## src/bgc_pkg.sv

```systemverilog
// Package for the button gesture classifier.
// Holds state and event codes and the shared item and register structs.
// No dependencies.
package bgc_pkg;

  localparam int unsigned StateW = 4;
  localparam int unsigned EventW = 3;
  localparam int unsigned MsW    = 16;
  localparam int unsigned CfgIdxW = 1;

  // Classifier state codes.
  localparam logic [StateW-1:0] S_IDLE    = 4'd0;
  localparam logic [StateW-1:0] S_P1      = 4'd1;
  localparam logic [StateW-1:0] S_R1      = 4'd2;
  localparam logic [StateW-1:0] S_P2      = 4'd3;
  localparam logic [StateW-1:0] S_LSTART  = 4'd4;
  localparam logic [StateW-1:0] S_LHELD   = 4'd5;
  localparam logic [StateW-1:0] S_DLSTART = 4'd6;
  localparam logic [StateW-1:0] S_DLHELD  = 4'd7;
  localparam logic [StateW-1:0] S_SHORT   = 4'd8;
  localparam logic [StateW-1:0] S_DOUBLE  = 4'd9;

  // Gesture event codes.
  localparam logic [EventW-1:0] EV_IDLE    = 3'd0;
  localparam logic [EventW-1:0] EV_SHORT   = 3'd1;
  localparam logic [EventW-1:0] EV_DOUBLE  = 3'd2;
  localparam logic [EventW-1:0] EV_LSTART  = 3'd3;
  localparam logic [EventW-1:0] EV_LHELD   = 3'd4;
  localparam logic [EventW-1:0] EV_DLSTART = 3'd5;
  localparam logic [EventW-1:0] EV_DLHELD  = 3'd6;

  // Configuration register indexes.
  localparam logic [CfgIdxW-1:0] REG_LONG_PRESS  = 1'd0;
  localparam logic [CfgIdxW-1:0] REG_RELEASE_GAP = 1'd1;

  localparam logic [MsW-1:0] LongPressReset  = 16'd500;
  localparam logic [MsW-1:0] ReleaseGapReset = 16'd300;
  localparam logic [MsW-1:0] MsMax           = 16'hFFFF;

  // One input item.
  typedef struct packed {
    logic action;   // 1 = force idle
    logic pressed;
  } item_t;

  // Threshold registers.
  typedef struct packed {
    logic [MsW-1:0] long_press_ms;
    logic [MsW-1:0] release_gap_ms;
  } cfg_t;

  // Map a state to the event it reports.
  function automatic logic [EventW-1:0] event_of(input logic [StateW-1:0] s);
    logic [EventW-1:0] ev;
    unique case (s)
      S_SHORT:   ev = EV_SHORT;
      S_DOUBLE:  ev = EV_DOUBLE;
      S_LSTART:  ev = EV_LSTART;
      S_LHELD:   ev = EV_LHELD;
      S_DLSTART: ev = EV_DLSTART;
      S_DLHELD:  ev = EV_DLHELD;
      default:   ev = EV_IDLE;
    endcase
    return ev;
  endfunction

endpackage

```

## src/bgc_cfg_regs.sv

```systemverilog
// Threshold registers of the button gesture classifier.
// Depends on bgc_pkg.
module bgc_cfg_regs (
  input  logic                        clk_i,
  input  logic                        rst_ni,
  input  logic                        we_i,
  input  logic [bgc_pkg::CfgIdxW-1:0] idx_i,
  input  logic [bgc_pkg::MsW-1:0]     data_i,
  output bgc_pkg::cfg_t               cfg_o
);

  bgc_pkg::cfg_t cfg_q, cfg_d;

  // Decode the register index on a write.
  always_comb begin
    cfg_d = cfg_q;
    if (we_i) begin
      unique case (idx_i)
        bgc_pkg::REG_LONG_PRESS:  cfg_d.long_press_ms  = data_i;
        bgc_pkg::REG_RELEASE_GAP: cfg_d.release_gap_ms = data_i;
        default: ;
      endcase
    end
  end

  always_ff @(posedge clk_i or negedge rst_ni) begin
    if (!rst_ni) begin
      cfg_q.long_press_ms  <= bgc_pkg::LongPressReset;
      cfg_q.release_gap_ms <= bgc_pkg::ReleaseGapReset;
    end else begin
      cfg_q <= cfg_d;
    end
  end

  assign cfg_o = cfg_q;

endmodule

```

## src/bgc_fsm.sv

```systemverilog
// Gesture state machine and millisecond counter.
// Depends on bgc_pkg. Updates on step_i and reports the event of the new state.
module bgc_fsm (
  input  logic                       clk_i,
  input  logic                       rst_ni,
  input  logic                       step_i,
  input  bgc_pkg::item_t             item_i,
  input  bgc_pkg::cfg_t              cfg_i,
  output logic [bgc_pkg::EventW-1:0] event_o,
  output logic [bgc_pkg::StateW-1:0] state_o
);

  logic [bgc_pkg::StateW-1:0] state_q, state_d;
  logic [bgc_pkg::MsW-1:0]    ms_q, ms_d;
  logic [bgc_pkg::MsW-1:0]    ms_inc;
  logic                       down;
  logic                       go;
  logic [bgc_pkg::StateW-1:0] target;
  logic                       long_hit;
  logic                       gap_hit;

  // Saturating tick count and the two strict threshold compares.
  assign ms_inc   = (ms_q == bgc_pkg::MsMax) ? ms_q : ms_q + 1'b1;
  assign long_hit = ms_inc > cfg_i.long_press_ms;
  assign gap_hit  = ms_inc > cfg_i.release_gap_ms;
  assign down     = item_i.pressed;

  // Transition decision for one tick.
  always_comb begin
    go     = 1'b0;
    target = state_q;
    unique case (state_q)
      bgc_pkg::S_P1: begin
        if (!down) begin
          go = 1'b1; target = bgc_pkg::S_R1;
        end else if (long_hit) begin
          go = 1'b1; target = bgc_pkg::S_LSTART;
        end
      end
      bgc_pkg::S_R1: begin
        if (down) begin
          go = 1'b1; target = bgc_pkg::S_P2;
        end else if (gap_hit) begin
          go = 1'b1; target = bgc_pkg::S_SHORT;
        end
      end
      bgc_pkg::S_P2: begin
        if (!down) begin
          go = 1'b1; target = bgc_pkg::S_DOUBLE;
        end else if (long_hit) begin
          go = 1'b1; target = bgc_pkg::S_DLSTART;
        end
      end
      bgc_pkg::S_LSTART: begin
        go     = 1'b1;
        target = down ? bgc_pkg::S_LHELD : bgc_pkg::S_IDLE;
      end
      bgc_pkg::S_DLSTART: begin
        go     = 1'b1;
        target = down ? bgc_pkg::S_DLHELD : bgc_pkg::S_IDLE;
      end
      bgc_pkg::S_LHELD, bgc_pkg::S_DLHELD: begin
        if (!down) begin
          go = 1'b1; target = bgc_pkg::S_IDLE;
        end
      end
      bgc_pkg::S_SHORT, bgc_pkg::S_DOUBLE: begin
        go = 1'b1; target = bgc_pkg::S_IDLE;
      end
      default: begin
        // Idle and the unreachable codes act as idle.
        if (down) begin
          go = 1'b1; target = bgc_pkg::S_P1;
        end
      end
    endcase
  end

  // Force idle overrides the tick; any transition clears the counter.
  always_comb begin
    state_d = state_q;
    ms_d    = ms_q;
    if (step_i) begin
      if (item_i.action) begin
        state_d = bgc_pkg::S_IDLE;
        ms_d    = '0;
      end else if (go) begin
        state_d = target;
        ms_d    = '0;
      end else begin
        ms_d = ms_inc;
      end
    end
  end

  always_ff @(posedge clk_i or negedge rst_ni) begin
    if (!rst_ni) begin
      state_q <= bgc_pkg::S_IDLE;
      ms_q    <= '0;
    end else begin
      state_q <= state_d;
      ms_q    <= ms_d;
    end
  end

  assign event_o = bgc_pkg::event_of(state_d);
  assign state_o = state_q;

endmodule

```

## src/button_gesture_classifier.sv

```systemverilog
// Top level of the button gesture classifier.
// Depends on bgc_pkg, bgc_cfg_regs and bgc_fsm.
//
// Feed one transaction per millisecond tick; each accepted input transaction
// yields exactly one output transaction carrying the gesture event of the
// state the tick leaves the machine in. The block takes one transaction per
// clock unless the output stalls: an input register feeds the state machine,
// whose next state and event are combinational, and the event lands in an
// output register. Input ready drops only when both registers are full and
// the output is stalled. The user must see that thresholds are written through
// the configuration port while no transaction is in flight; the block does not
// enforce it. A threshold of 65535 disables that timeout.
module button_gesture_classifier (
  input  logic        clk_i,
  input  logic        rst_ni,
  // Input stream.
  input  logic        s_axis_tvalid,
  output logic        s_axis_tready,
  input  logic [7:0]  s_axis_tdata,   // [0] pressed, [7:1] zero
  input  logic [0:0]  s_axis_tuser,   // [0] action (1 = force idle)
  // Output stream.
  output logic        m_axis_tvalid,
  input  logic        m_axis_tready,
  output logic [7:0]  m_axis_tdata,   // [2:0] gesture_event, [7:3] zero
  // Configuration writes.
  input  logic        cfg_we_i,
  input  logic [bgc_pkg::CfgIdxW-1:0] cfg_idx_i,
  input  logic [bgc_pkg::MsW-1:0]     cfg_data_i
);

  bgc_pkg::cfg_t              cfg;
  bgc_pkg::item_t             item_q;
  logic                       in_valid_q;
  logic                       out_valid_q;
  logic [bgc_pkg::EventW-1:0] event_q;
  logic [bgc_pkg::EventW-1:0] next_event;
  logic [bgc_pkg::StateW-1:0] fsm_state;
  logic                       advance;
  logic                       in_take;

  // The held item moves on when the output register is free or draining.
  assign advance       = in_valid_q && (!out_valid_q || m_axis_tready);
  assign s_axis_tready = !in_valid_q || advance;
  assign in_take       = s_axis_tvalid && s_axis_tready;

  // Input register.
  always_ff @(posedge clk_i or negedge rst_ni) begin
    if (!rst_ni) begin
      in_valid_q <= 1'b0;
    end else if (in_take) begin
      in_valid_q <= 1'b1;
    end else if (advance) begin
      in_valid_q <= 1'b0;
    end
  end

  always_ff @(posedge clk_i) begin
    if (in_take) begin
      item_q.action  <= s_axis_tuser[0];
      item_q.pressed <= s_axis_tdata[0];
    end
  end

  bgc_cfg_regs u_cfg (
    .clk_i  (clk_i),
    .rst_ni (rst_ni),
    .we_i   (cfg_we_i),
    .idx_i  (cfg_idx_i),
    .data_i (cfg_data_i),
    .cfg_o  (cfg)
  );

  bgc_fsm u_fsm (
    .clk_i   (clk_i),
    .rst_ni  (rst_ni),
    .step_i  (advance),
    .item_i  (item_q),
    .cfg_i   (cfg),
    .event_o (next_event),
    .state_o (fsm_state)
  );

  // Output register.
  always_ff @(posedge clk_i or negedge rst_ni) begin
    if (!rst_ni) begin
      out_valid_q <= 1'b0;
    end else if (advance) begin
      out_valid_q <= 1'b1;
    end else if (m_axis_tready) begin
      out_valid_q <= 1'b0;
    end
  end

  always_ff @(posedge clk_i) begin
    if (advance) begin
      event_q <= next_event;
    end
  end

  assign m_axis_tvalid = out_valid_q;
  assign m_axis_tdata  = {5'b0, event_q};

  // A held item that cannot move on stays held.
  a_item_kept: assert property (@(posedge clk_i) disable iff (!rst_ni)
    in_valid_q && !advance |=> in_valid_q)
    else $error("input item lost while output stalled");

  // Every advance produces a pending output transaction.
  a_advance_out: assert property (@(posedge clk_i) disable iff (!rst_ni)
    advance |=> out_valid_q)
    else $error("advanced item produced no output");

  // A stalled result is not overwritten.
  a_out_hold: assert property (@(posedge clk_i) disable iff (!rst_ni)
    out_valid_q && !m_axis_tready |=> out_valid_q && $stable(event_q))
    else $error("stalled result changed");

  // Long start always follows a first press.
  a_lstart_from_p1: assert property (@(posedge clk_i) disable iff (!rst_ni)
    $past(advance) && fsm_state == bgc_pkg::S_LSTART |->
      $past(fsm_state) == bgc_pkg::S_P1)
    else $error("long start entered from wrong state");

endmodule
```

## config.mk

```make
export PLATFORM = sky130hd
export DESIGN_NAME = button_gesture_classifier
export DESIGN_NICKNAME = d
export VERILOG_FILES = /design/src/bgc_pkg.sv /design/src/bgc_cfg_regs.sv /design/src/bgc_fsm.sv /design/src/button_gesture_classifier.sv
export SDC_FILE = /design/constraint.sdc
export NUM_CORES = 1
export LEC_CHECK = 0
export BUFFER_PORTS_ARGS = -buffer_cell sky130_fd_sc_hd__buf_4
export CORE_MARGIN = 2
export CORE_UTILIZATION = 59
export DETAILED_ROUTE_END_ITERATION = 16
export PLACE_DENSITY = 0.8
export SETUP_SLACK_MARGIN = 0.05
export SLEW_MARGIN = 20
export SYNTH_ARGS = -nofsm -noshare
export SYNTH_HDL_FRONTEND = slang
export SYNTH_SLANG_ARGS = --single-unit
```

## constraint.sdc

```tcl
create_clock -name clk_i -period 5.9 [get_ports clk_i]
set_clock_uncertainty 0.15 [all_clocks]
set_input_delay 0.295 -clock clk_i [delete_from_list [all_inputs] [get_ports clk_i]]
set_output_delay 0.295 -clock clk_i [all_outputs]
set_load 0.02 [all_outputs]
```

==> results of run 1 <==
power by group through the flow:
| stage | Clock [µW] | Sequential [µW] | Combinational (µW) |
|---|---|---|---|
| finish | 381 | 492 | 254 |
| global route | 405 | 498 | 289 |
| CTS | 384 | 492 | 256 |
| detailed placement | 0 | 498 | 252 |
| global placement | 0 | 496 | 240 |
| floorplan | 0 | 484 | 204 |
flip-flops by register name (all words and copies together) (netlist names):
register	count
u_fsm.state_o	4
event_q	3
u_cfg.cfg_o	32
m_axis_tvalid	1
u_fsm.ms_q	16
in_valid_q	1
item_q	2
cell families after synthesis:
group | Yosys count | share of synthesized area, %
multiplexers | 18 | 5.47
flip-flops | 59 | 41.1
AND/OR/NAND/NOR | 121 | 16.9
adder cells (fa/ha/maj) | 33 | 11.2
AO/OA/AOI/OAI | 91 | 16.3
XOR/XNOR | 11 | 2.61
buffers and inverters | 54 | 6.35
other | 1 | 0.102
metal layers:
layer | global-route usage, % | up-vias | part of all wire (%)
met4 | 8.35 | 0 | 1.7
met5 | 0 | - | 0
met3 | 5.96 | 14 | 4.4
met2 | 37.7 | 56 | 49
met1 | 30.3 | 1384 | 45
li1 | - | 1431 | -
worst max-delay path, stage by stage, from the launching register on:
cell and delay [ns]:
dfrtp_1 0.46, nand2_1 0.13, nor2_1 0.20, nand3_1 0.21, nor4_2 0.46, nor2_1 0.22
and3_1 0.29, and3_1 0.22, xor2_1 0.20, ha_1 0.28, nand4_1 0.14, nor2_1 0.07
a221o_1 0.37, o31a_1 0.30, and2_1 0.19, or4_1 0.69, a21oi_1 0.19, o21ai_1 0.08
o31ai_1 0.12
worst paths after layout:
| check | startpoint | to | cells past startpoint |
|---|---|---|---|
| worst max-delay path | u_fsm.ms_q[7]$_DFFE_PN0P_ | u_fsm.ms_q[10]$_DFFE_PN0P_ | 18 |
| worst min-delay path | cfg_data_i[8] | u_cfg.cfg_o[24]$_DFFE_PN1P_ | 3 |
| worst max register to register | u_fsm.ms_q[7]$_DFFE_PN0P_ | u_fsm.ms_q[10]$_DFFE_PN0P_ | 18 |
| worst min register to register | in_valid_q$_DFFE_PN0P_ | m_axis_tvalid$_DFFE_PN0P_ | 1 |
| max in group asynchronous | rst_ni | u_fsm.ms_q[0]$_DFFE_PN0P_ | 2 |
| min in group asynchronous | rst_ni | u_cfg.cfg_o[15]$_DFFE_PN0P_ | 2 |
cell type report:
cell class | instances | area [µm²]
tap | 75 | 93.8
sequential | 59 | 1510
clock buffer | 12 | 156
timing repair buffer | 32 | 248
inverter | 36 | 135
clock inverter | 4 | 46.3
fill | 494 | 1840
multi-input combinational | 279 | 1960
repair_timing:
action                                 CTS  global route
setup buffers                            0             0
endpoints found under the hold margin   46             0
hold buffers                             3             0
cell usage in the layout (no fill, tap or decap), drive strengths merged, types with 5 or more instances in the layout:
cell type,n
o21ai,31
clkbuf,12
nor4,5
inv,37
nor2,20
a21oi,19
nand2b,6
o31ai,5
conb,5
a22o,9
nand2,41
nor2b,6
xnor2,5
buf,29
mux2,17
nand3,12
o211ai,7
edfxtp,5
ha,33
dfstp,10
xor2,6
nor3,7
dfrtp,44
metrics by stage:
stage          cell area, µm²  worst slack (ns)  utilization [%]  hold slack [ns]
5_1_grt                  4150             0.396             69.3           0.0144
6_report                 4150             0.841             69.3          0.00984
2_1_floorplan            3700              1.44                -           -0.151
4_1_cts                  4150             0.877             69.2          0.00669
3_5_place_dp             3920             0.904             65.4            0.232
3_3_place_gp             3920             0.942             65.4            0.224
==> flow_metrics.py, run 1 <==
metrics = {
    "clocking": {
        "root_buffer": "clkbuf_8",
        "cts_resized": 0,
        "clock_latency_ns": 0.35,
        "cts_sinks": 59,
        "cts_tree": "yes",
        "clk_path_buf_depth": 2,
        "cts_max_level": 3,
        "cts_made_buffers": 9,
        "clkTransAtPathRegs_ns": 0.07,
    },
    "floorplan": {
        "die_x_um": 83.0,
        "rows": 28,
        "io_pins": 41,
        "core_region_area_mm2": 0.00599,
        "initial_utilization_pct": 61.5,
        "die-area_mm2": 0.00689,
        "die_h_um": 83.0,
    },
    "pwr": {
        "seqPwrFrac_pct": 43.7,
        "ir_drop_mv": 0.246,
        "p_sw_share_pct": 29.6,
        "internal-power_uw": 793,
        "powerDensity_mw_per_mm2": 271,
        "p_leak_uw": 0.00201,
        "p_switching_uw": 334,
        "combPwrFrac_pct": 22.5,
        "pwr-share-clk_pct": 33.8,
        "finalPower_uw": 1130,
    },
    "synthesis": {
        "ys_types": 59,
        "synth_commonest_cells": "dfrtp_1, nand2_1, inv_1",
        "yosysSeqAreaShare_pct": 41.1,
        "synth_edf_count": 5,
        "synth_flop_cell": "dfrtp_1",
        "netlist.area_leader.share_pct": 29.9,
        "ys_warn_count": 0,
        "yosysTopAreaCell": "dfrtp_1",
        "async_flop_share_pct": 91.5,
        "syn_avg_cell_area_um2": 9.50,
        "synth_area_mm2": 0.00368,
        "synth.most_common_cell": "dfrtp_1",
        "synth_area_leaders": "dfrtp_1, ha_1, dfstp_2, mux2_2, nand2_1",
        "synthCells": 388,
        "ys_ff_latch": 59,
    },
    "placement": {
        "hpwl_um": 5610,
        "port_buffers": 28,
        "dpl.cell_count": 478,
        "place.gp.congestion": 0.832,
    },
    "timing": {
        "rsz0062_at_grt": "no",
        "setup_violations": 0,
        "tightest_slew_ns": 0.740,
        "finalMaxSlewViolations": 0,
        "period_share_pct": 85.7,
        "hold_viol_final": 0,
        "slew_headroom_pct": 50.5,
        "fmax_mhz": 198,
        "tns_ns": 0,
        "period_needed_ns": 5.06,
    },
    "cells_and_area": {
        "syn_to_final_growth_pct": 12.7,
        "drive_gt1_share_pct": 19.7,
        "diodes": 0,
        "finalNetCount": 481,
        "stdcell_count": 497,
    },
    "global_route": {
        "antenna_found_initial": 0,
        "grt_max_degree": 55,
        "grt_overflow_total": 0,
        "grt_pass1_wl_um": 12900,
        "grt_pass1_vias": 2851,
        "grt.total_usage_pct": 23.3,
    },
    "critical_path": {
        "endpoint_kind": "flip-flop",
        "startpoint_type": "flip-flop",
        "cp_max_fo": 12,
        "cp.arrival_ns": 5.14,
        "cp.required_ns": 5.98,
        "critical_path_class": "flip-flop to flip-flop",
        "ff2ff_setup_slack_ns": 0.84,
    },
    "route": {
        "vias": 2885,
        "routed_wl_um": 7510,
        "drt_iter0_drc": 218,
        "ant_nets": 0,
        "drc": 0,
        "first_pass_iters": 6,
        "via_per_inst": 5.80,
        "routedWlPerCell_um": 15.1,
    },
    "worst_hold_path": {
        "hold_path_class": "input pin to flip-flop",
    },
    "outcome": {
        "status": "complete, no violations",
    },
    "flow_run": {
        "cap_violations": 0,
    },
}
(Power assumes the default switching activity.)
==> run 2: changes to the inputs <==
- SYNTH_HIERARCHICAL: unset -> 1
==> run 2 against run 1 <==
Compared with the run above:
- sequential power is 3% higher
- combinational power is 9.4% higher
- die area is 4.3% higher
- routed wire length is 3.7% higher
- via count is 2.3% lower
- synthesized area is 4.6% higher
- flip-flop and latch count stayed put
- clock-buffer cell count is 3 higher
- synthesized cell count is 3.9% lower
- setup slack better by 0.32 ns
- largest power group unchanged
==> flow_metrics.py, run 2 <==
metrics = {
    "outcome": {
        "status": "complete, no violations",
    },
    "synthesis": {
        "ys_types": 64,
        "yosysSeqAreaShare_pct": 39.3,
        "netlist.area_leader.share_pct": 28.6,
        "synth_area_leaders": "dfrtp_1, ha_1, dfstp_2, mux2_2, edfxtp_1",
        "synth_commonest_cells": "dfrtp_1, inv_1, ha_1",
        "synth.most_common_cell": "dfrtp_1",
        "synth_edf_count": 5,
        "yosysTopAreaCell": "dfrtp_1",
        "syn_avg_cell_area_um2": 10.3,
        "async_flop_share_pct": 91.5,
        "synth_area_mm2": 0.00385,
        "ys_ff_latch": 59,
        "synthCells": 373,
        "synth_flop_cell": "dfrtp_1",
        "ys_warn_count": 6,
    },
    "timing": {
        "setup_violations": 0,
        "hold_viol_final": 0,
        "rsz0062_at_grt": "no",
        "period_share_pct": 80.3,
        "period_needed_ns": 4.73,
        "finalWorstSetupSlack_ns": 1.17,
        "finalMaxSlewViolations": 0,
        "fmax_mhz": 211,
        "slew_headroom_pct": 47.9,
        "tightest_slew_ns": 0.778,
        "tns_ns": 0,
    },
    "worst_hold_path": {
        "hold_path_class": "input pin to flip-flop",
    },
    "critical_path": {
        "endpoint_kind": "flip-flop",
        "reg2regPathDepth": 19,
        "cp-endpoint": "event_q[1]$_DFFE_PP_",
        "cp_max_fo": 7,
        "startpoint_type": "flip-flop",
        "critical_path_class": "flip-flop to flip-flop",
        "crit_start": "u_fsm/ms_q[0]$_DFFE_PN0P_",
        "r2r-end": "event_q[1]$_DFFE_PP_",
        "cp.arrival_ns": 4.79,
        "ff2ff_setup_slack_ns": 1.17,
        "reg2reg_from": "u_fsm/ms_q[0]$_DFFE_PN0P_",
        "cp.required_ns": 5.96,
    },
    "global_route": {
        "grt_pass1_vias": 2785,
        "grt.total_usage_pct": 23.5,
        "grt_pass1_wl_um": 13100,
        "grt_overflow_total": 0,
        "grt_max_degree": 55,
        "antenna_found_initial": 0,
    },
    "placement": {
        "dpl_worst_slack_ns": 1.25,
        "port_buffers": 28,
        "place.gp.congestion": 0.925,
        "hpwl_um": 5800,
    },
    "pwr": {
        "p_leak_uw": 0.00203,
        "powerDensity_mw_per_mm2": 273,
        "ir_drop_mv": 0.200,
    },
    "flow_run": {
        "cap_violations": 0,
    },
    "floorplan": {
        "rows": 29,
        "die_h_um": 84.8,
        "die-area_mm2": 0.00719,
        "io_pins": 41,
        "initial_utilization_pct": 60.7,
        "core_region_area_mm2": 0.00635,
        "die_x_um": 84.8,
    },
    "cells_and_area": {
        "final_common_cell": "dfrtp_1",
        "fillers": 454,
        "diodes": 0,
        "largest_reg_flops": 32,
        "seq_area_mm2": 0.00151,
        "syn_to_final_growth_pct": 11.9,
        "multi_input_area_mm2": 0.00209,
        "finalNetCount": 466,
        "layout_common_cells": "dfrtp_1, inv_1, ha_1, buf_4, nand2_1",
        "drive_gt1_share_pct": 25.6,
    },
    "clocking": {
        "cts_max_level": 3,
        "cts_resized": 0,
        "ctsHoldBuffers": 3,
        "clk_path_buf_depth": 2,
        "cts_made_buffers": 9,
        "clkTransAtPathRegs_ns": 0.07,
        "cts_tree": "yes",
        "root_buffer": "clkbuf_8",
        "clock_latency_ns": 0.34,
        "post-cts-setup-buffer-count": 0,
        "cts_sinks": 59,
    },
    "route": {
        "drt_iter0_drc": 197,
        "routedWlPerCell_um": 16.1,
        "via_per_inst": 5.82,
        "drc": 0,
        "ant_nets": 0,
        "routed_wl_um": 7780,
        "vias": 2818,
        "first_pass_iters": 4,
    },
}
## run 2: cell types whose count changed in the layout (fill, tap and decap cells not counted), moves of 5 or more
cell	delta
mux2_4	+10
o21ai_1	-7
xnor2_1	+6
nand2_1	-16
nand4_1	+6
o21ai_0	-10
mux2_2	+6
o211ai_1	-5
## run 2: power by group
part           internal [µW]  switching, µW  total (µW)
Sequential               462           42.7         505
Clock                    242            153         394
Combinational            124            154         278
## run 2: area by class of cell
cell class / count / share of cell area (%)
Multi-Input combinational cell: 261 / 48.5
Sequential cell: 59 / 35.1
Timing Repair Buffer: 31 / 5.57
Clock buffer: 15 / 4.33
Inverter: 40 / 3.48
Tap cell: 77 / 2.24
Clock inverter: 1 / 0.697
## run 2: critical path: stages (launching register included)
cell and delay (ns):
dfrtp_1 0.43, ha_1 0.24, nand3_1 0.12, nor2_1 0.08
nand3_1 0.16, or2_1 0.28, nand2b_1 0.16, nor2_1 0.22
nand4_1 0.14, xnor2_1 0.32, ha_1 0.30, nand2_1 0.16
nor3_1 0.09, nor4_2 0.35, nand3b_4 0.15, a211oi_4 0.36
nor3_4 0.10, a21boi_2 0.26, or4b_1 0.46, nand3_1 0.09
## run 2: routing by layer
metal  up-vias  track usage (%)  routed length (µm)
li1       1373                -                   -
met1      1363             32.2                3580
met2        64             37.2                3710
met3        18             3.24                 330
met4         0             10.7                 163
met5         -                0                   0
## run 2: worst min path at each step
stage,start,cells after the start,endpoint,slack [ns]
after floorplan,rst_ni,0,in_valid_q$_DFFE_PN0P_,-0.15
after global placement,rst_ni,1,u_fsm/ms_q[11]$_DFFE_PN0P_,0.23
after detailed placement,rst_ni,1,u_fsm/ms_q[11]$_DFFE_PN0P_,0.23
after CTS,s_axis_tvalid,2,in_valid_q$_DFFE_PN0P_,0.01
after global routing,cfg_data_i[10],2,u_cfg/cfg_o[26]$_DFFE_PN0P_,0.03
final,s_axis_tvalid,2,in_valid_q$_DFFE_PN0P_,0.02
## run 2: cells by family after synthesis
| kind of cell | Yosys count | synth area share (%) |
|---|---|---|
| other | 1 | 0.0973 |
| buffers and inverters | 57 | 6.79 |
| and+or+nand+nor | 106 | 16.4 |
| adders and majority gates | 33 | 10.7 |
| DFF | 59 | 39.3 |
| AOI/OAI and AO/OA | 70 | 12.9 |
| muxes | 34 | 10.9 |
| xor gates and xnor gates | 13 | 2.96 |
## run 2: through the flow
step	power [µW]	hold WS, ns	area [µm²]	cells	utilization (%)
floorplan	713	-0.151	3870	377	-
global route	1240	0.0324	4310	484	67.9
detailed placement	784	0.231	4060	465	64.0
global placement	767	0.228	4060	465	64.0
CTS	1180	0.0149	4310	484	67.9
finish	1180	0.0231	4310	484	67.9
==> run 3: changes to the inputs <==
- CORE_UTILIZATION: 59 -> 54
- PLACE_DENSITY: 0.8 -> 0.77
- clock period: 5.9 -> 3.8 ns (I/O delays scaled with it)
==> run 3 against run 2 <==
Compared with the run above:
- the run now ends with negative setup slack left
- highest routed layer unchanged
- clock-buffer cell count decreased by 4
- die area up 8.8%
- non-clock buffer count increased by 96
- final cell count up 24%
- global-route usage is 6.2 points higher
- maximum frequency grew 11%
- sequential share of layout area shrank 8.1 points
- clock power increased by 57%
==> flow_metrics.py, run 3 (synthesis gave the netlist of run 2 again) <==
metrics = {
    "worst_hold_path": {
        "min_path_cells": 3,
        "hold_path_class": "input pin to flip-flop",
    },
    "clocking": {
        "cts_sinks": 59,
        "root_buffer": "clkbuf_8",
        "cts_made_buffers": 9,
        "cts_max_level": 3,
        "clkTransAtPathRegs_ns": 0.07,
        "clk_path_buf_depth": 2,
        "cts_tree": "yes",
        "clock_latency_ns": 0.35,
    },
    "cells_and_area": {
        "final_common_cell": "buf_4",
        "drive_gt1_share_pct": 47.9,
        "largest_reg_flops": 32,
        "stdcell_count": 599,
        "fillers": 326,
        "layout_common_cells": "buf_4, dfrtp_1, inv_1, ha_1, mux2_2",
        "finalNetCount": 562,
        "diodes": 0,
        "syn_to_final_growth_pct": 45.4,
    },
    "critical_path": {
        "critical_path_class": "flip-flop to flip-flop",
        "cp_slowest_cell": "or4b_1",
        "cp.required_ns": 3.86,
        "cp.arrival_ns": 4.33,
        "cp_max_fo": 4,
        "cp_num_cells": 20,
        "endpoint_kind": "flip-flop",
        "reg2regPathDepth": 20,
        "cp_top_family": "simple AND/OR/NAND/NOR gates",
        "timing.critical_path.mode_cell": "buf_4",
        "path_cells": "buf_4, buf_4, nand4_1, nor2_2, buf_4, buf_4, nand2_2, buf_4, xnor2_4, ha_1, buf_4, a21oi_1, o21ai_1, a211oi_2, nand4b_1, nand2_2, nor3_4, a21o_1, or4b_1, nand3_1",
        "cpPeakStageDelay_ns": 0.47,
        "startpoint_type": "flip-flop",
        "path_buf_inv": 6,
    },
    "route": {
        "first_pass_iters": 5,
        "vias": 3698,
        "via_per_inst": 6.17,
        "ant_nets": 0,
        "routedWlPerCell_um": 22.7,
        "drt_iter0_drc": 483,
        "drc": 0,
        "routed_wl_um": 13600,
    },
    "pwr": {
        "ir_drop_mv": 0.356,
        "powerDensity_mw_per_mm2": 377,
        "p_leak_uw": 0.00262,
    },
    "timing": {
        "hold_slack_ns": 0.0209,
        "rsz0062_at_grt": "yes",
        "setup_violations": 22,
        "period_needed_ns": 4.27,
        "tightest_slew_ns": 0.689,
        "finalMaxSlewViolations": 0,
        "hold_viol_final": 0,
        "finalWorstSetupSlack_ns": -0.465,
        "fmax_mhz": 234,
        "slew_headroom_pct": 54.0,
        "period_share_pct": 112,
    },
    "floorplan": {
        "rows": 30,
        "io_pins": 41,
        "die-area_mm2": 0.00783,
        "die_x_um": 88.5,
        "die_h_um": 88.5,
        "core_region_area_mm2": 0.00683,
        "initial_utilization_pct": 56.4,
    },
    "global_route": {
        "grt_pass1_vias": 3652,
        "grt_overflow_total": 0,
        "grt.total_usage_pct": 29.7,
        "antenna_found_initial": 0,
        "grt_max_degree": 55,
        "grt_pass1_wl_um": 17200,
    },
    "placement": {
        "hpwl_um": 6930,
        "dpl_worst_slack_ns": -0.371,
        "place.gp.congestion": 0.969,
        "dpl.cell_count": 543,
        "port_buffers": 28,
    },
    "outcome": {
        "status": "finished with violations",
        "violations": "negative setup slack",
    },
    "flow_run": {
        "cap_violations": 0,
    },
}
run 3: changes by cell type in the layout (fill, tap and decap cells not counted), moves of 6 or more:
cell,change
nand3_1,-6
dlygate4sd3_1,+17
nor2_1,-10
nor2_4,+8
buf_6,+12
buf_4,+67
xnor2_1,-6
o21ai_0,-6
run 3: metal layers:
layer,vias up,part of all wire (%),global-route usage (%)
met4,0,7.2,18.3
met1,1781,37,36.1
li1,1566,-,-
met2,261,48,49.5
met3,90,7.8,4.76
met5,-,0,0
run 3: area by class of cell:
class | count | area, µm² | share of cell area [%]
clock buffers | 11 | 153 | 2.73
clock inverters | 5 | 60.1 | 1.07
inverters | 40 | 153 | 2.73
multi-input cells | 261 | 2550 | 45.6
flip-flops and latches | 59 | 1510 | 27.0
well taps | 96 | 120 | 2.14
repair buffers | 127 | 1050 | 18.7
run 3: final timing paths:
| check | slack (ns) | start | end |
|---|---|---|---|
| setup / recovery | -0.47 | u_fsm/ms_q[1]$_DFFE_PN0P_ | event_q[1]$_DFFE_PP_ |
| hold / removal | 0.02 | m_axis_tready | m_axis_tvalid$_DFFE_PN0P_ |
| setup reg to reg | -0.47 | u_fsm/ms_q[1]$_DFFE_PN0P_ | event_q[1]$_DFFE_PP_ |
| hold reg to reg | 0.34 | u_fsm/ms_q[11]$_DFFE_PN0P_ | u_fsm/ms_q[11]$_DFFE_PN0P_ |
| max in group asynchronous | 2.76 | rst_ni | u_fsm/ms_q[2]$_DFFE_PN0P_ |
| min in group asynchronous | 0.29 | rst_ni | u_cfg/cfg_o[9]$_DFFE_PN0P_ |
run 3: power breakdown:
part	internal [µW]	total [µW]	leakage, µW	switching (µW)
clock	344	617	0.000105	274
combinational	324	701	0.00181	377
sequential	717	793	0.000711	76.6
run 3: timing repair:
item                                    in CTS  in global routing
endpoints found under the setup margin      23                 23
gates cloned                                 0                  1
buffers inserted                             8                 13
gates resized for setup                     25                 67
pin swaps                                   12                 29
endpoints found under the hold margin       79                  0
hold buffers                                20                  0
run 3: through the flow:
step,TNS (ns),utilization (%),total power (µW),instance area (µm²)
5_1_grt,-7.94,82.0,2190,5600
4_1_cts,-0.492,76.0,1970,5190
3_3_place_gp,-1.37,67.0,1280,4580
2_1_floorplan,-0.190,-,1110,3930
3_5_place_dp,-3.46,67.0,1310,4580
6_report,-4.82,82.0,2110,5600
run 3: worst reg2reg max path: cells and delay by family (launching register included):
| kind | cells | cell delay (ns) |
|---|---|---|
| and+or+nand+nor | 8 | 1.38 |
| AOI/OAI and AO/OA | 4 | 0.85 |
| buffers and inverters | 6 | 0.80 |
| DFF | 1 | 0.42 |
| adders and majority gates | 1 | 0.32 |
| xor gates and xnor gates | 1 | 0.20 |
